**config.mk**
```make
export PLATFORM = sky130hd
export DESIGN_NAME = fpavt_lane
export DESIGN_NICKNAME = d
export VERILOG_FILES = /design/src/sv/fpavt_pkg.sv /design/src/sv/fpavt_lane.sv
export SDC_FILE = /design/constraint.sdc
export NUM_CORES = 2
export LEC_CHECK = 0
export BUFFER_PORTS_ARGS = -buffer_cell sky130_fd_sc_hd__buf_2
export CAP_MARGIN = 20
export CELL_PAD_IN_SITES_DETAIL_PLACEMENT = 0
export CELL_PAD_IN_SITES_GLOBAL_PLACEMENT = 1
export CORE_MARGIN = 5
export CORE_UTILIZATION = 52
export DETAILED_ROUTE_END_ITERATION = 8
export PLACE_DENSITY = 0.8
export SLEW_MARGIN = 5
export SYNTH_ARGS = -nofsm -noshare
export SYNTH_HDL_FRONTEND = slang
export SYNTH_SLANG_ARGS = --single-unit
```
**constraint.sdc**
```tcl
create_clock -name clk -period 7.1 [get_ports clk]
set_input_delay 0 -clock clk [delete_from_list [all_inputs] [get_ports clk]]
set_output_delay 0 -clock clk [all_outputs]
set_load 0.01 [all_outputs]
```
**src/sv/fpavt_pkg.sv**
```systemverilog
// Package for the fixed-point affine vector transform.
// Holds widths, register indexes, reset values and the stage enable type.
// No dependencies.
`default_nettype none

package fpavt_pkg;

  localparam int COORD_W   = 16;
  localparam int ENTRY_W   = 16;
  localparam int ROW_W     = 3 * ENTRY_W;
  localparam int PROD_W    = COORD_W + ENTRY_W;
  localparam int SUM_W     = PROD_W + 2;
  localparam int RES_W     = 32;
  localparam int NUM_LANES = 3;
  localparam int NUM_COLS  = 3;
  localparam int CFG_IDX_W = 3;
  localparam int CFG_DATA_W = ROW_W;

  localparam logic [CFG_IDX_W-1:0] REG_ROW_0   = 3'd0;
  localparam logic [CFG_IDX_W-1:0] REG_ROW_1   = 3'd1;
  localparam logic [CFG_IDX_W-1:0] REG_ROW_2   = 3'd2;
  localparam logic [CFG_IDX_W-1:0] REG_TRANS_X = 3'd3;
  localparam logic [CFG_IDX_W-1:0] REG_TRANS_Y = 3'd4;
  localparam logic [CFG_IDX_W-1:0] REG_TRANS_Z = 3'd5;

  localparam logic [ROW_W-1:0] ROW_0_RST = 48'h0000_0000_1000;
  localparam logic [ROW_W-1:0] ROW_1_RST = 48'h0000_1000_0000;
  localparam logic [ROW_W-1:0] ROW_2_RST = 48'h1000_0000_0000;
  localparam logic [RES_W-1:0] TRANS_RST = 32'h0000_0000;

  typedef logic [ROW_W-1:0] row_t;
  typedef logic [RES_W-1:0] res_t;

  typedef struct packed {
    logic s1;
    logic s2;
    logic s3;
    logic s4;
  } stage_en_t;

endpackage

`default_nettype wire

```
**src/sv/fpavt_lane.sv**
```systemverilog
// One matrix row lane: three products, row sum, truncating scale by 2^FRAC_BITS.
// Depends on fpavt_pkg; stage enables come from the top level.
`default_nettype none

module fpavt_lane #(
  parameter int FRAC_BITS = 12
) (
  input  wire                                  clk,
  input  wire fpavt_pkg::stage_en_t            en,
  input  wire logic signed [fpavt_pkg::COORD_W-1:0] x,
  input  wire logic signed [fpavt_pkg::COORD_W-1:0] y,
  input  wire logic signed [fpavt_pkg::COORD_W-1:0] z,
  input  wire fpavt_pkg::row_t                 row,
  output fpavt_pkg::res_t                      q
);

  localparam logic [fpavt_pkg::SUM_W-1:0] BIAS =
    fpavt_pkg::SUM_W'((64'd1 << FRAC_BITS) - 64'd1);

  logic signed [fpavt_pkg::ENTRY_W-1:0] e0, e1, e2;
  logic signed [fpavt_pkg::PROD_W-1:0]  p0_r, p1_r, p2_r;
  logic signed [fpavt_pkg::PROD_W-1:0]  p0_nxt, p1_nxt, p2_nxt;
  logic signed [fpavt_pkg::SUM_W-1:0]   sum_r, sum_nxt;
  logic signed [fpavt_pkg::SUM_W-1:0]   biased, shifted;
  fpavt_pkg::res_t                      q_r, q_nxt;

  always_comb begin
    e0     = row[fpavt_pkg::ENTRY_W-1:0];
    e1     = row[2*fpavt_pkg::ENTRY_W-1:fpavt_pkg::ENTRY_W];
    e2     = row[3*fpavt_pkg::ENTRY_W-1:2*fpavt_pkg::ENTRY_W];
    p0_nxt = x * e0;
    p1_nxt = y * e1;
    p2_nxt = z * e2;
    sum_nxt = p0_r + p1_r + p2_r;
    // round toward zero: bias negative sums before the arithmetic shift
    biased  = sum_r + (sum_r[fpavt_pkg::SUM_W-1] ? $signed(BIAS) : '0);
    shifted = biased >>> FRAC_BITS;
    q_nxt   = shifted[fpavt_pkg::RES_W-1:0];
  end

  always_ff @(posedge clk) begin
    if (en.s1) begin
      p0_r <= p0_nxt;
      p1_r <= p1_nxt;
      p2_r <= p2_nxt;
    end
    if (en.s2) begin
      sum_r <= sum_nxt;
    end
    if (en.s3) begin
      q_r <= q_nxt;
    end
  end

  assign q = q_r;

endmodule

`default_nettype wire

```
Word level (Yosys, flattened, before mapping)
Cells that the tools add are included.
Widths: inputs -> output; s select.

storage, ports and cells
  input port bits = 101
  word-level logic and storage cells = 12
  flip-flop bits (word level) = 152

cells by class
  multiply operators = 3
  multiplexer cells = 1
  add/subtract/negate cells = 3

operator list
  cell            number
  $mul 16x16->32  3
  $add 33x32->34  1
  $add 34x12->34  1
  $add 32x32->33  1
  $mux 12         1

Logic depth before layout (Yosys ltp)
  depth in word-level cells = 2
  mapped depth = 26

Least setup slack after synthesis
OpenSTA, ideal clock, no wires.

  path kind = input port to flip-flop
  start point = input x[15] (netlist name)
  end point = register p0_r[29] (netlist name), data pin
  data required time = 6.839 ns
  stages on the path = 21
  slack = 1.089 ns
  buffers on the path = 1
  data arrival time = 5.750 ns
  setup time = 0.261 ns
  path through = clkbuf_1 -> nand2_1 -> inv_1 -> fa_1 -> fa_1 -> fa_1 -> fa_1 -> fa_1 -> inv_1 -> fa_1 -> inv_1 -> ha_1 -> a21o_1 -> a21o_1 -> a211o_1 -> or3_1 -> o211ai_1 -> o21ai_1 -> nor3_1 -> nor2_1 -> a311o_1

between the ends
  cells in the longest elaborated chain, start to end = 1

RTL lines
  what                    RTL line          RTL
  start: declaration      fpavt_lane.sv:10  input wire logic signed [fpavt_pkg::COORD_W-1:0] x,
  $mul 16x16->32          fpavt_lane.sv:31  p0_nxt = x * e0;
  via p0_nxt, one bit     fpavt_lane.sv:22  logic signed [fpavt_pkg::PROD_W-1:0] p0_nxt, p1_nxt, p2_nxt;
  end signal: assignment  fpavt_lane.sv:43  p0_r <= p0_nxt;
  end: declaration        fpavt_lane.sv:21  logic signed [fpavt_pkg::PROD_W-1:0] p0_r, p1_r, p2_r;

The timed path passes the listed nets, and every way through them passes these cells.
A chain may end at the register's enable or synchronous reset.

Final worst setup path
  start point = input x[12] (netlist name)
  end point = register p0_r[30] (netlist name), data pin

The elaborated chain is that of the path after synthesis.

==> flow_summary.json <==
{
  "synth_enable_flop_cells": 152,
  "endpoint_kind": "flop",
  "ys.flop_type": "edfxtp_1",
  "drive_above_1_share": 0.0487,
  "final_cells": 4684,
  "grt_pass1_vias": 26169,
  "pin_count": 133,
  "post_cts_resize_count": 0,
  "cp.arrival_ns": 6.25,
  "drc": 0,
  "vias": 24134,
  "place_congestion": 0.846,
  "wl_per_cell_um": 16.5,
  "cts_tree": "done",
  "synthArstFlopShare": 0,
  "hold_viol": 0,
  "dp_hpwl_um": 65300,
  "drt_iter0_drc": 1207,
  "vias_per_cell": 5.15,
  "pre_cts_ws_ns": 0.594,
  "totalWireLength_um": 77300,
  "hold_path_depth": 1,
  "areaGrowthSynthToFinish_pct": 5.51,
  "worst-path-buf-inv": 4,
  "syn_inst": 3683,
  "overflow": 0,
  "grt_usage": 0.216,
  "rsz0062_at_grt": "false",
  "die_height_um": 275,
  "multi_input_area_mm2": 0.0282,
  "synth_seq_cells": 152,
  "setup_viol": 0,
  "die_w_um": 275,
  "portBuffers": 131,
  "maxCapViolCount": 0,
  "max_freq_ghz": 0.164,
  "cts_hold_buf": 0,
  "final-max-slew-violation-count": 0,
  "syn_area_mm2": 0.0365,
  "die_area_mm2": 0.0755,
  "start_util": 0.522,
  "path_class": "input port to flop",
  "cts_buffer_depth": 2,
  "syn_nets": 4892,
  "cts_setup_buffers": 0,
  "cpMaxStageDelayCell": "fa_1",
  "cp_slowest_stage_delay_ns": 0.56,
  "core_area_mm2": 0.0698,
  "nFillCells": 6316,
  "reg2reg_depth": 13,
  "hp-start": "en[3]",
  "cp_common_cell": "fa_1",
  "clk_pin_slew_ns": 0.07,
  "drt-pass1-iter-count": 5,
  "antenna_found_initial": 3,
  "placed_cells": 4649,
  "grt_max_degree": 72,
  "tightest_slew_ns": 0.978,
  "startpoint": "x[12]",
  "worst_slack_ns": 1.01,
  "clock_sinks": 152,
  "clkLatencyLatePin_ns": 0.42,
  "status": "complete, no violations",
  "r2r-start": "p0_r[1]$_DFFE_PP_",
  "period_minus_slack_ns": 6.09,
  "grt_pass1_wl_um": 132000,
  "crit_path_max_fanout": 16,
  "critical_path_required_ns": 7.26,
  "nNetsFinal": 4937,
  "slew_headroom": 0.340,
  "root_buffer": "clkbuf_16",
  "ys_types": 63,
  "h-tree-depth": 4,
  "critical_path_depth": 22,
  "regArea_mm2": 0.00456,
  "min_path_type": "input port to flop",
  "cts-buffers-inserted": 17,
  "avgSynthCellArea_um2": 9.90,
  "std_cell_rows": 97,
  "fin_setup_tns_ns": 0,
  "final.setup_skew_ns": 0.00945,
  "startpoint_type": "input port",
  "path_delay_family": "adder cells",
  "path_cells": "buf_2, nand2_1, fa_1, fa_1, inv_1, fa_1, inv_1, fa_1, fa_1, fa_1, inv_1, ha_1, a21oi_1, nand3_1, or4_1, a221o_1, nor2_2, o31a_1, a21oi_2, a311o_1, a21oi_2, xnor2_1",
  "yosysSeqAreaShare": 0.125,
  "drtAntennaViolNets": 0,
  "period_share": 0.857,
  "ys_warn_count": 0
}
[state kept, by name (all words and copies together) (netlist names)]
name / flops
p1_r: 32
q: 22
sum_r: 34
p2_r: 32
p0_r: 32
[layer usage]
layer  GRT usage  up-vias  wire length, um
met4      0.0332        0             1040
met2       0.366      474            37900
met5           0        -                0
met1       0.316    12438            35400
met3      0.0183       73             2900
li1            -    11149                -
[cell usage after synthesis (11+ instances only)]
cell	instances	area (um2)
o21ai_0	39	195
a21oi_1	90	450
edfxtp_1	152	4560
fa_1	819	16400
xnor2_1	115	1010
nand3_1	24	120
nand2_1	408	1530
a21o_1	52	390
and2_1	362	2260
clkbuf_1	100	375
inv_1	872	3270
o21bai_1	16	120
xor2_1	37	324
nand2b_1	24	150
nor2_1	112	420
a31oi_1	11	68.8
nor3_1	13	65.1
o21a_1	18	135
a211oi_1	12	90.1
ha_1	289	3620
nor2b_1	12	75.1
[worst paths after layout]
kind,end,slack (ns)
hold reg to reg,q[11]$_DFFE_PP_,0.60
setup / recovery,p0_r[30]$_DFFE_PP_,1.01
setup reg to reg,sum_r[31]$_DFFE_PP_,2.37
hold / removal,p0_r[2]$_DFFE_PP_,0.03
[cells by family (layout without fill, tap and decap cells)]
logic type	count (synthesis)	after routing	synth area share
fa+ha+maj	1108	1108	0.549
simple gates	993	993	0.134
buf+inv	984	1042	0.102
compound gates	294	294	0.0529
xor+xnor	152	152	0.0365
flops	152	152	0.125
other cells	0	3	0
[cell usage in the layout (no fill, tap or decap), drive strengths merged, types with 5 or more instances in the layout]
cell | netlist | routed
o21a | 18 | 18
nor2 | 113 | 113
fa | 819 | 819
edfxtp | 152 | 152
o211ai | 8 | 8
nand2 | 408 | 408
buf | 12 | 138
a21oi | 94 | 94
and3 | 6 | 6
ha | 289 | 289
or3 | 7 | 7
xor2 | 37 | 37
nor3 | 13 | 13
clkinv | 0 | 5
nand3 | 25 | 25
clkbuf | 100 | 18
a21o | 52 | 52
o21bai | 16 | 16
a31oi | 12 | 12
xnor2 | 115 | 115
a2111oi | 5 | 5
inv | 872 | 878
nor2b | 12 | 12
a211oi | 12 | 12
nand4 | 9 | 9
nand2b | 24 | 24
and2 | 362 | 362
o21ai | 43 | 43
[per-stage QoR]
step / util / instance area (um2) / hold WS [ns]
after floorplan: - / 36500 / 0.112
after global placement: 0.543 / 37900 / 0.413
after detailed placement: 0.543 / 37900 / 0.412
after CTS: 0.551 / 38500 / 0.0214
after global routing: 0.551 / 38500 / 0.0162
final: 0.551 / 38500 / 0.0285
[worst register-to-register path: cells and delay by family, from the launching register on]
family	cells	cell delay [ns]
buf+inv	1	0.07
flops	1	0.46
fa+ha+maj	3	1.19
simple gates	1	0.12
compound gates	8	2.54
[cell type report]
cell class / instances / share of cell area
Multi-Input combinational cell: 2547 / 0.732
Sequential cell: 152 / 0.119
Inverter: 872 / 0.0851
Tap cell: 940 / 0.0306
Timing Repair Buffer: 138 / 0.0185
Clock buffer: 18 / 0.0112
Clock inverter: 14 / 0.00371
Antenna cell: 3 / 0.000195
Power is not shown: default switching activity piles up to over one toggle a cycle in this logic, so the estimate is an artifact.
