### src/sv/fpavt_pkg.sv
// Package for the fixed-point affine vector transform.
// Holds widths, register indexes, reset values and the stage enable type.
// No dependencies.
`default_nettype none

package fpavt_pkg;

  localparam int COORD_W   = 16;
  localparam int ENTRY_W   = 16;
  localparam int ROW_W     = 3 * ENTRY_W;
  localparam int PROD_W    = COORD_W + ENTRY_W;
  localparam int SUM_W     = PROD_W + 2;
  localparam int RES_W     = 32;
  localparam int NUM_LANES = 3;
  localparam int NUM_COLS  = 3;
  localparam int CFG_IDX_W = 3;
  localparam int CFG_DATA_W = ROW_W;

  localparam logic [CFG_IDX_W-1:0] REG_ROW_0   = 3'd0;
  localparam logic [CFG_IDX_W-1:0] REG_ROW_1   = 3'd1;
  localparam logic [CFG_IDX_W-1:0] REG_ROW_2   = 3'd2;
  localparam logic [CFG_IDX_W-1:0] REG_TRANS_X = 3'd3;
  localparam logic [CFG_IDX_W-1:0] REG_TRANS_Y = 3'd4;
  localparam logic [CFG_IDX_W-1:0] REG_TRANS_Z = 3'd5;

  localparam logic [ROW_W-1:0] ROW_0_RST = 48'h0000_0000_1000;
  localparam logic [ROW_W-1:0] ROW_1_RST = 48'h0000_1000_0000;
  localparam logic [ROW_W-1:0] ROW_2_RST = 48'h1000_0000_0000;
  localparam logic [RES_W-1:0] TRANS_RST = 32'h0000_0000;

  typedef logic [ROW_W-1:0] row_t;
  typedef logic [RES_W-1:0] res_t;

  typedef struct packed {
    logic s1;
    logic s2;
    logic s3;
    logic s4;
  } stage_en_t;

endpackage

`default_nettype wire

### src/sv/fpavt_merge.sv
// Output stage: adds each lane's translation and registers the result beat.
// Depends on fpavt_pkg; fed by the three fpavt_lane instances.
`default_nettype none

module fpavt_merge (
  input  wire                                              clk,
  input  wire fpavt_pkg::stage_en_t                        en,
  input  wire logic [fpavt_pkg::NUM_LANES-1:0][fpavt_pkg::RES_W-1:0] lane_q,
  input  wire logic [fpavt_pkg::NUM_LANES-1:0][fpavt_pkg::RES_W-1:0] trans,
  output fpavt_pkg::res_t                                  res_x,
  output fpavt_pkg::res_t                                  res_y,
  output fpavt_pkg::res_t                                  res_z
);

  fpavt_pkg::res_t x_r, y_r, z_r;
  fpavt_pkg::res_t x_nxt, y_nxt, z_nxt;

  always_comb begin
    x_nxt = lane_q[0] + trans[0];
    y_nxt = lane_q[1] + trans[1];
    z_nxt = lane_q[2] + trans[2];
  end

  always_ff @(posedge clk) begin
    if (en.s4) begin
      x_r <= x_nxt;
      y_r <= y_nxt;
      z_r <= z_nxt;
    end
  end

  assign res_x = x_r;
  assign res_y = y_r;
  assign res_z = z_r;

endmodule

`default_nettype wire

### config.mk
export PLATFORM = sky130hd
export DESIGN_NAME = fpavt_merge
export DESIGN_NICKNAME = d
export VERILOG_FILES = /design/src/sv/fpavt_pkg.sv /design/src/sv/fpavt_merge.sv
export SDC_FILE = /design/constraint.sdc
export NUM_CORES = 1
export LEC_CHECK = 0
export BUFFER_PORTS_ARGS = -buffer_cell sky130_fd_sc_hd__buf_2
export CELL_PAD_IN_SITES_DETAIL_PLACEMENT = 1
export CELL_PAD_IN_SITES_GLOBAL_PLACEMENT = 2
export CORE_ASPECT_RATIO = 0.9
export CORE_UTILIZATION = 29
export DETAILED_ROUTE_END_ITERATION = 7
export PLACE_DENSITY_LB_ADDON = 0.2
export SLEW_MARGIN = 15
export SYNTH_ARGS = -nofsm -noshare
export SYNTH_HDL_FRONTEND = slang
export SYNTH_SLANG_ARGS = --single-unit
export TNS_END_PERCENT = 10
### constraint.sdc
create_clock -name clk -period 4.3 [get_ports clk]
set_clock_uncertainty 0.15 [all_clocks]
set_input_delay 0.86 -clock clk [delete_from_list [all_inputs] [get_ports clk]]
set_output_delay 0.86 -clock clk [all_outputs]
set_load 0.02 [all_outputs]
# [Yosys cells after proc, flatten, opt, wreduce, memory -nomap -nowiden]
# Index checks and enable logic that the tools add are counted.
[word_totals] output_inout_bits=96 ff_bits=96 inputBits=197 latchBits=0 romBits=0 word_cells=6 n_memories=0 ramBits=0
[classes] n_mux=0 n_addsub=3 shifts=0 eq_ne=0 mul=0 bitwise_logic=0 div=0 n_reduce_logical=0 order_cmp=0
[ops] cell="$add 32x32->32" count=3

# [Logic depth before layout (Yosys ltp)]
# Gate-level depths: netlist of run 1.
[depth] word_depth=1 mapped_depth=11 mapped_depth_nobuf=11

# [Worst setup path before layout of run 1]
# OpenSTA, ideal clock, no wires.
[synth_timing] kind="in2reg" from="input lane_q[0] in the netlist's numbering" to="register x_r[18], in the netlist res_x[18] (data pin)" path_stages=11 arrival_time_ns=3.220 setup_slack_ns=0.670 setup_ns=0.261 path_buffers=0 required_ns=3.889 path_cell_list="ha_1 > fa_1 > a211oi_1 > nor2_1 > o21a_1 > a221o_2 > a21oi_1 > nand2b_1 > inv_1 > a211o_1 > xor2_1"
[synth_between] elab_chain_cells=1
[synth_rtl] item="start: declaration" line_no="fpavt_merge.sv:8" source="input wire logic [fpavt_pkg::NUM_LANES-1:0][fpavt_pkg::RES_W-1:0] lane_q,"
[synth_rtl] item="$add 32x32->32" line_no="fpavt_merge.sv:19" source="x_nxt = lane_q[0] + trans[0];"
[synth_rtl] item="named net x_nxt[18]" line_no="fpavt_merge.sv:16" source="fpavt_pkg::res_t x_nxt, y_nxt, z_nxt;"
[synth_rtl] item="end signal: assignment" line_no="fpavt_merge.sv:26" source="x_r <= x_nxt;"
[synth_rtl] item="end: declaration" line_no="fpavt_merge.sv:15" source="fpavt_pkg::res_t x_r, y_r, z_r;"
# The timed path passes the listed nets, and every way through them passes these cells.
# A chain may end at the register's enable or synchronous reset.

# [Worst setup path after layout of run 1]
# Same ends and word-level chain as after synthesis.

==> qor.yml, run 1 <==
die:
  coreArea_mm2: 0.02453
  ios: 293
  fp-row-count: 54
  dieWidth_um: 169.6
  die_area_mm2: 0.02592
  die_height_um: 152.8
  start_util_pct: 29.89
synthesis:
  netlist.area_leader.share_pct: 39.32
  avgSynthCellArea_um2: 10.30
  dominantRegCellSynth: "edfxtp_1"
  yosysUniqueCellTypes: 60
  synthArstFlopShare_pct: 0
  synth_area_leader_cell: "edfxtp_1"
  synth_enable_flop_cells: 96
  ys_seq_area_share_pct: 39.32
  syn-cell-area_mm2: 0.007331
  yosys_warnings: 0
  synth_nets: 1005
  synthTopCellsByCount: "edfxtp_1, ha_1, a21oi_1"
  synth_area_leaders: "edfxtp_1, ha_1, xnor2_1"
  netlist_instances: 712
  yosys_register_bits: 96
  synth_most_common_cell: "edfxtp_1"
route:
  dr_wl_met2_um: 10090
  wl_per_cell_um: 15.90
  met1_length_um: 10140
  dr.pass1.iters: 4
  finalWirelength_um: 21670
  viasPerCell: 4.829
  drt-initial-drc-count: 222
  num_vias: 6582
  drcViolationCount: 0
  met3_length_um: 1239
  drtAntennaViolNets: 0
  top_layer: "met5"
sta:
  min_period_ns: 3.637
  fmax_mhz: 275.0
  setup_viol: 0
  setup-tns-final_ns: 0
  grt_setup_unrepaired: "false"
  slew_viol_final: 0
  slew_headroom_pct: 47.36
  min_period_over_period_pct: 84.57
  tightest_slew_ns: 0.7897
  hold_viol_final: 0
clocking:
  cts_root_buffer: "clkbuf_16"
  clk_pin_slew_ns: 0.07
  cts_resized: 0
  cts_tree: "built"
  clock-sinks: 96
  clk_path_buf_depth: 2
  cts_buffers: 9
  h-tree-depth: 3
  cts_setup_buffers: 0
  holdBufCountCts: 0
critical_path:
  crit_chain: "buf_2 > ha_1 > fa_1 > a211oi_1 > nor2_1 > o21a_1 > a221o_2 > a21oi_1 > nand2b_1 > inv_1 > a211o_1 > xor2_1"
  worst-path-buf-inv: 2
  startpoint_type: "input pin"
  cp.required_ns: 4.25
  crit_cells: 12
  slowest_stage: "fa_1"
  cpPeakStageDelay_ns: 0.44
  critPathTopFamily: "compound AO/OA/AOI/OAI gates"
  critPathMaxFanout: 3
  worstSetupEndpointType: "register"
  crit_type: "input pin to register"
  worstPathArrival_ns: 3.58
placement:
  place.gp.congestion: 0.7512
  portBuffers: 289
  post-dp-hpwl_um: 17970
pwr:
  power_density_mw_per_mm2: 350.6
  power_leakage_nw: 4.374
  peakVddDrop_mv: 0.1794
  power_mw: 3.357
flow_run:
  maxCapViolCount: 0
hold_path:
  hold_depth: 2
  hold_start: "trans[32]"
  hold_end: "res_y[0]"
  hold_path.class: "input pin to register"
global_routing:
  antenna_found_initial: 8
  gr-total-overflow: 0
  grt_max_degree: 55
  grt_pass1_wl_um: 33780
  grt_pass1_vias: 6658
  grtUsageTotal_pct: 16.48
finish:
  drive_gt1_share_pct: 32.09
  area_growth_pct: 30.60
  nNetsFinal: 1311
run_status:
  status: "complete, no violations"
## sequential cells by signal, summed over array words and instances, names as in the netlist
name and cells:
res_y 32, res_x 32, res_z 32
## cells by family after synthesis
family,count (synthesis),synth area share (%)
AO/OA/AOI/OAI,244,21.71
XOR/XNOR,82,9.797
adder cells (fa/ha/maj),96,16.69
buffers and inverters,20,1.024
flip-flops,96,39.32
multiplexers,1,0.1536
AND/OR/NAND/NOR,173,11.30
## stage by stage
stage	cells	utilization, %	hold WS (ns)	cell area, um2	worst slack, ns
after floorplan	712	-	0.8225	7331	0.6696
after global placement	1343	37.73	0.9941	9253	0.3020
after detailed placement	1343	37.73	1.002	9253	0.2673
after CTS	1358	38.99	0.6336	9562	0.6368
after global routing	1361	39.02	0.6355	9569	0.4862
final	1363	39.04	0.6515	9574	0.6633
## power by group
part	total [mW]	switching, mW	leakage, nW	internal, mW
Clock	0.877	0.372	0.147	0.506
Sequential	1.27	0.0381	0.940	1.23
Combinational	1.21	0.716	3.29	0.491
## cell usage in the layout, fill, tap and decap left out, types with 30 or more instances in the layout
| cell type | instances |
|---|---|
| xnor2_1 | 52 |
| buf_2 | 288 |
| edfxtp_1 | 96 |
| nor2_1 | 58 |
| nand2_1 | 42 |
| a21o_1 | 43 |
| a21oi_1 | 72 |
| ha_1 | 93 |
| xor2_1 | 30 |
| o21ai_0 | 40 |
## worst max-delay path by stage
stage | startpoint | to
2_1_floorplan | lane_q[0] | res_x[18]
3_3_place_gp | lane_q[0] | res_x[18]
3_5_place_dp | lane_q[0] | res_x[18]
4_1_cts | lane_q[0] | res_x[18]
5_1_grt | lane_q[33] | res_y[31]
6_report | lane_q[0] | res_x[18]
## per-layer routing
metal	GRT usage, %	up-vias
li1	-	3333
met1	21.26	3061
met2	27.67	167
met3	4.039	17
met4	3.604	4
met5	0	-
## area by class of cell
class	count	area, um2
Clock inverter	6	83.83
Fill cell	2894	14950
Multi-Input combinational cell	596	4373
Sequential cell	96	2883
Tap cell	336	420.4
Antenna cell	5	12.51
Inverter	18	67.56
Clock buffer	9	225.2
Timing Repair Buffer	297	1509
Note: power is estimated with default switching activity, not from simulation.
==> run 2: changes to the inputs <==
==> constraint.sdc (replaced) <==
create_clock -name clk -period 3.4 [get_ports clk]
set_clock_uncertainty 0.15 [all_clocks]
set_input_delay 0.68 -clock clk [delete_from_list [all_inputs] [get_ports clk]]
set_output_delay 0.68 -clock clk [all_outputs]
set_load 0.02 [all_outputs]
==> run 2 against run 1 <==
Effect of this change:
- flip-flop and latch count is the same
- non-clock buffer count is 71 higher
- clock power up 20%
- setup slack got worse by 0.53 ns
- combinational power up 37%
==> qor.yml, run 2 (synthesized netlist as in run 1, its figures left out) <==
finish:
  fillers: 2924  # +1.0%
  layout_commonest_cell: "buf_2"
  final_area_mm2: 0.01013  # +5.8%
  final_cell_mix: "buf_2, edfxtp_1, ha_1"
  stdcell_count: 1433  # +5.1%
  nNetsFinal: 1382  # +5.4%
  drive_gt1_share_pct: 37.20  # +5.1 points
  area_growth_pct: 38.18
route:
  drtAntennaViolNets: 0  # unchanged
  num_vias: 6880  # +4.5%
  dr.pass1.iters: 4  # unchanged
  finalWirelength_um: 22750  # +5.0%
  viasPerCell: 4.801  # -0.58%
  wl_per_cell_um: 15.88  # -0.13%
  drt-initial-drc-count: 229  # +3.2%
  drcViolationCount: 0  # unchanged
die:
  ios: 293  # unchanged
  coreArea_mm2: 0.02453  # unchanged
  die_height_um: 152.8  # unchanged
  die_area_mm2: 0.02592  # unchanged
  start_util_pct: 29.89  # unchanged
  fp-row-count: 54  # unchanged
  dieWidth_um: 169.6  # unchanged
placement:
  pre_cts_ws_ns: -0.3723  # -0.6396 ns
  place.gp.congestion: 0.7987  # +6.3%
  post-dp-hpwl_um: 19020  # +5.9%
  portBuffers: 289  # unchanged
  dpl_cell_area_mm2: 0.009808  # +6.0%
  dp.cells: 1414  # +5.3%
sta:
  grt_setup_unrepaired: "true"
  hold_viol_final: 0  # unchanged
  fmax_mhz: 305.8
  setup-tns-final_ns: 0  # unchanged
  slew_viol_final: 0  # unchanged
  slew_headroom_pct: 64.55  # +17 points
  worst_slack_ns: 0.1298  # -0.5335 ns
  setup_viol: 0  # unchanged
  min_period_ns: 3.270
  tightest_slew_ns: 0.5317  # -0.2580 ns
  min_period_over_period_pct: 96.18
critical_path:
  cpPeakStageDelay_ns: 0.44  # about the same
  worstSetupEndpointType: "register"
  path_common_cell: "a21oi_2"
  cp.required_ns: 3.35  # -0.90 ns
  crit_type: "input pin to register"
  slowest_stage: "a221o_2"
  critPathMaxFanout: 3  # unchanged
  worstPathArrival_ns: 3.22  # -0.36 ns
  crit_chain: "buf_2 > ha_1 > fa_2 > a211oi_2 > nor2_1 > o21a_1 > a221o_2 > nand2_2 > a21oi_2 > or3_4 > a21oi_2 > xnor2_1"
  startpoint_type: "input pin"
pwr:
  power_density_mw_per_mm2: 426.5  # +22%
  power_leakage_nw: 4.730  # +8.1%
  peakVddDrop_mv: 0.2144  # +20%
global_routing:
  grt_pass1_vias: 6990  # +5.0%
  grt_max_degree: 41  # -25%
  gr-total-overflow: 0  # unchanged
  antenna_found_initial: 10  # +2
  grt_pass1_wl_um: 35730  # +5.8%
  grtUsageTotal_pct: 17.40  # +0.92 points
clocking:
  clk_path_buf_depth: 2  # unchanged
  h-tree-depth: 3  # unchanged
  clock-sinks: 96  # unchanged
  clk_pin_slew_ns: 0.08  # about the same
  cts_tree: "built"
  cts_buffers: 9  # unchanged
  cts_root_buffer: "clkbuf_16"
run_status:
  status: "complete, no violations"
flow_run:
  maxCapViolCount: 0  # unchanged
hold_path:
  hold_path.class: "input pin to register"
-- run 2: path summary, 6_finish.rpt --
check,startpoint,to,slack [ns],cells past startpoint
max,lane_q[0],res_x[24],0.13,12
min,trans[64],res_z[0],0.48,2
-- run 2: repair_timing --
action                                  in CTS  in global routing
hold buffers                                 0                  0
setup buffers                                0                  0
endpoints found under the setup margin       0                 11
resized for setup                            0                  5
-- run 2: worst max-delay path, delay by kind of cell --
family / cells / cell delay, ns
AO/OA/AOI/OAI: 5 / 1.15
adder cells (fa/ha/maj): 2 / 0.63
XOR/XNOR: 1 / 0.07
buffers and inverters: 1 / 0.10
AND/OR/NAND/NOR: 3 / 0.59
-- run 2: per-stage QoR --
step | hold WS [ns] | total power, mW | utilization [%]
6_report | 0.4777 | 4.320 | 41.30
5_1_grt | 0.4726 | 4.589 | 41.28
4_1_cts | 0.4615 | 4.391 | 41.19
3_5_place_dp | 0.8341 | 3.304 | 39.99
3_3_place_gp | 0.8143 | 3.281 | 39.99
2_1_floorplan | 0.6425 | 2.631 | -
-- run 2: power breakdown --
part	internal (mW)	leakage, nW	switching (mW)
clock network	0.573	0.148	0.479
registers	1.56	0.940	0.0516
logic	0.716	3.64	0.940
-- run 2: area by class of cell --
| class | instances | area (um2) | share of cell area (%) |
|---|---|---|---|
| clock buffer | 9 | 225.2 | 2.223 |
| timing repair buffer | 368 | 2054 | 20.28 |
| multi-input combinational | 596 | 4402 | 43.45 |
| clock inverter | 7 | 70.07 | 0.6917 |
| sequential | 96 | 2883 | 28.46 |
| antenna | 3 | 7.507 | 0.07411 |
| tap | 336 | 420.4 | 4.150 |
| inverter | 18 | 67.56 | 0.6670 |
-- run 2: routing by layer --
metal | part of all wire, % | track usage (%) | up-vias
met5 | 0.36 | 0 | -
met4 | 0.90 | 3.260 | 12
met3 | 7.0 | 5.334 | 24
met2 | 46 | 28.67 | 172
met1 | 46 | 22.45 | 3196
li1 | - | - | 3476
==> run 3: changes to the inputs <==
--- a/config.mk
+++ b/config.mk
@@ -9,9 +9,10 @@
 export CELL_PAD_IN_SITES_DETAIL_PLACEMENT = 1
 export CELL_PAD_IN_SITES_GLOBAL_PLACEMENT = 2
 export CORE_ASPECT_RATIO = 0.9
-export CORE_UTILIZATION = 29
+export CORE_UTILIZATION = 30
+export CTS_BUF_LIST = sky130_fd_sc_hd__clkbuf_2
 export DETAILED_ROUTE_END_ITERATION = 7
-export PLACE_DENSITY_LB_ADDON = 0.2
+export PLACE_DENSITY_LB_ADDON = 0.1
 export SLEW_MARGIN = 15
 export SYNTH_ARGS = -nofsm -noshare
 export SYNTH_HDL_FRONTEND = slang
==> run 3 against run 2 <==
Effect of this change:
- die area decreased by 3.3%
- largest cell class unchanged
- routed wire length decreased by 1.9%
- highest routed layer unchanged
- clock power decreased by 49%
- sequential power about the same
- fmax increased by 5.8%
- core utilization increased by 0.50 points
- critical path type unchanged
- cell count decreased by 2.0%
- critical path depth unchanged
- sequential share of layout area increased by 0.67 points
- largest power group unchanged
- count of clock-buffer cells in the layout increased by 2
- via count decreased by 0.41%
==> qor.yml, run 3 (synthesized netlist as in run 1, its figures left out) <==
run_status:
  status: "complete, no violations"
critical_path:
  worstPathArrival_ns: 3.30  # +0.08 ns
  critPathMaxFanout: 3  # unchanged
  worstSetupEndpointType: "register"
  startpoint_type: "input pin"
  cpPeakStageDelay_ns: 0.44  # about the same
  crit_type: "input pin to register"
  cp.required_ns: 3.61  # +0.26 ns
  slowest_stage: "a221o_2"
  crit_chain: "buf_2 > ha_1 > fa_1 > a211oi_1 > nor2_1 > o21a_1 > a221o_2 > a21oi_2 > nand2b_1 > inv_1 > a211o_1 > xor2_1"
global_routing:
  grt_max_degree: 43  # +4.9%
  grt_pass1_wl_um: 35540  # -0.54%
  antenna_found_initial: 9  # -1
  grt_pass1_vias: 7066  # +1.1%
  grtUsageTotal_pct: 17.86  # +0.45 points
  gr-total-overflow: 0  # unchanged
sta:
  slew_viol_final: 0  # unchanged
  min_period_ns: 3.092  # -0.1786 ns
  slew_headroom_pct: 70.26  # +5.7 points
  grt_setup_unrepaired: "false"
  hold_viol_final: 0  # unchanged
  tightest_slew_ns: 0.4460  # -0.08569 ns
  fmax_mhz: 323.5  # +5.8%
  min_period_over_period_pct: 90.93  # -5.3 points
  holdWs_ns: 0.2005  # -0.2773 ns
  setup_viol: 0  # unchanged
clocking:
  clock-sinks: 96  # unchanged
  cts_root_buffer: "clkbuf_2"
  holdBufCountCts: 0  # unchanged
  clk_pin_slew_ns: 0.29  # +0.21 ns
  clk_path_buf_depth: 2  # unchanged
  cts_buffers: 9  # unchanged
  cts_tree: "built"
  cts_setup_buffers: 0  # unchanged
  cts_resized: 0  # unchanged
  h-tree-depth: 3  # unchanged
placement:
  portBuffers: 289  # unchanged
  post-dp-hpwl_um: 18750  # -1.4%
  place.gp.congestion: 0.7823  # -2.1%
  dpl_cell_area_mm2: 0.009796  # -0.13%
die:
  start_util_pct: 30.97  # +1.1 points
  dieWidth_um: 166.8  # -1.7%
  coreArea_mm2: 0.02367  # -3.5%
  fp-row-count: 53  # -1.9%
  ios: 293  # unchanged
  die_area_mm2: 0.02507  # -3.3%
  die_height_um: 150.3  # -1.7%
finish:
  fin_util_pct: 41.80  # +0.50 points
  fillers: 2781  # -4.9%
  area_growth_pct: 34.99
  final_cell_mix: "buf_2, edfxtp_1, ha_1"
  drive_gt1_share_pct: 37.07  # -0.14 points
  nNetsFinal: 1386  # +0.29%
  layout_commonest_cell: "buf_2"
  final_area_mm2: 0.009896  # -2.3%
hold_path:
  hold_depth: 2  # unchanged
  hold_end: "res_z[0]"
  hold_start: "trans[64]"
  hold_path.class: "input pin to register"
pwr:
  power_mw: 3.795  # -12%
  power_leakage_nw: 4.655  # -1.6%
  power_density_mw_per_mm2: 383.5  # -10%
  peakVddDrop_mv: 0.1514  # -29%
route:
  wl_per_cell_um: 15.89  # about the same
  drtAntennaViolNets: 0  # unchanged
  dr.pass1.iters: 4  # unchanged
  drt-initial-drc-count: 194  # -15%
  num_vias: 6852  # -0.41%
  viasPerCell: 4.877  # +1.6%
  drcViolationCount: 0  # unchanged
  finalWirelength_um: 22330  # -1.9%
flow_run:
  maxCapViolCount: 0  # unchanged
[run 3: changes by cell type in the layout (fill, tap and decap cells not counted), sizes merged]
cell,change
diode,+2
inv,-1
bufinv,-1
clkinv,-2
clkinvlp,+2
clkbuf,+2
buf,+4
[run 3: worst max path at each step]
stage / slack [ns] / end / cells after the start / from
after floorplan: -0.02 / res_x[18] / 11 / lane_q[0]
after detailed placement: -0.33 / res_x[18] / 12 / lane_q[0]
after global routing: 0.23 / res_x[18] / 12 / lane_q[0]
final: 0.31 / res_x[18] / 12 / lane_q[0]
after CTS: 0.37 / res_x[18] / 12 / lane_q[0]
after global placement: -0.27 / res_x[18] / 12 / lane_q[0]
[run 3: power by group]
| part | internal [mW] | total, mW | switching [mW] |
|---|---|---|---|
| Sequential | 1.56 | 1.61 | 0.0523 |
| Combinational | 0.720 | 1.65 | 0.930 |
| Clock | 0.101 | 0.535 | 0.434 |
| Total | 2.38 | 3.79 | 1.42 |
[run 3: critical path: cells and delay by family]
family | cells | cell delay (ns)
xor gates and xnor gates | 1 | 0.14
adders and majority gates | 2 | 0.63
AOI/OAI and AO/OA | 5 | 1.42
and+or+nand+nor | 2 | 0.26
buffers and inverters | 2 | 0.17
[run 3: per-layer routing]
metal | vias to the layer above | share of wire [%] | track usage [%]
li1 | 3487 | - | -
met1 | 3166 | 46 | 22.53
met2 | 165 | 47 | 30.90
met3 | 24 | 5.4 | 4.180
met4 | 10 | 1.1 | 4.213
met5 | - | 0.30 | 0
[run 3: through the flow]
step / setup slack, ns / TNS (ns) / instances
floorplan: -0.01730 / -0.01730 / 712
global placement: -0.2706 / -3.355 / 1384
detailed placement: -0.3273 / -4.129 / 1384
CTS: 0.3730 / 0 / 1400
global route: 0.2255 / 0 / 1402
finish: 0.3084 / 0 / 1405
[run 3: final cells by class]
| class | count | area, um2 | area share, % |
|---|---|---|---|
| Multi-Input combinational cell | 596 | 4383 | 44.29 |
| Sequential cell | 96 | 2883 | 29.13 |
| Timing Repair Buffer | 372 | 2085 | 21.06 |
| Tap cell | 302 | 377.9 | 3.818 |
| Inverter | 18 | 67.56 | 0.6828 |
| Clock buffer | 11 | 55.05 | 0.5563 |
| Clock inverter | 5 | 32.53 | 0.3287 |
| Antenna cell | 5 | 12.51 | 0.1264 |
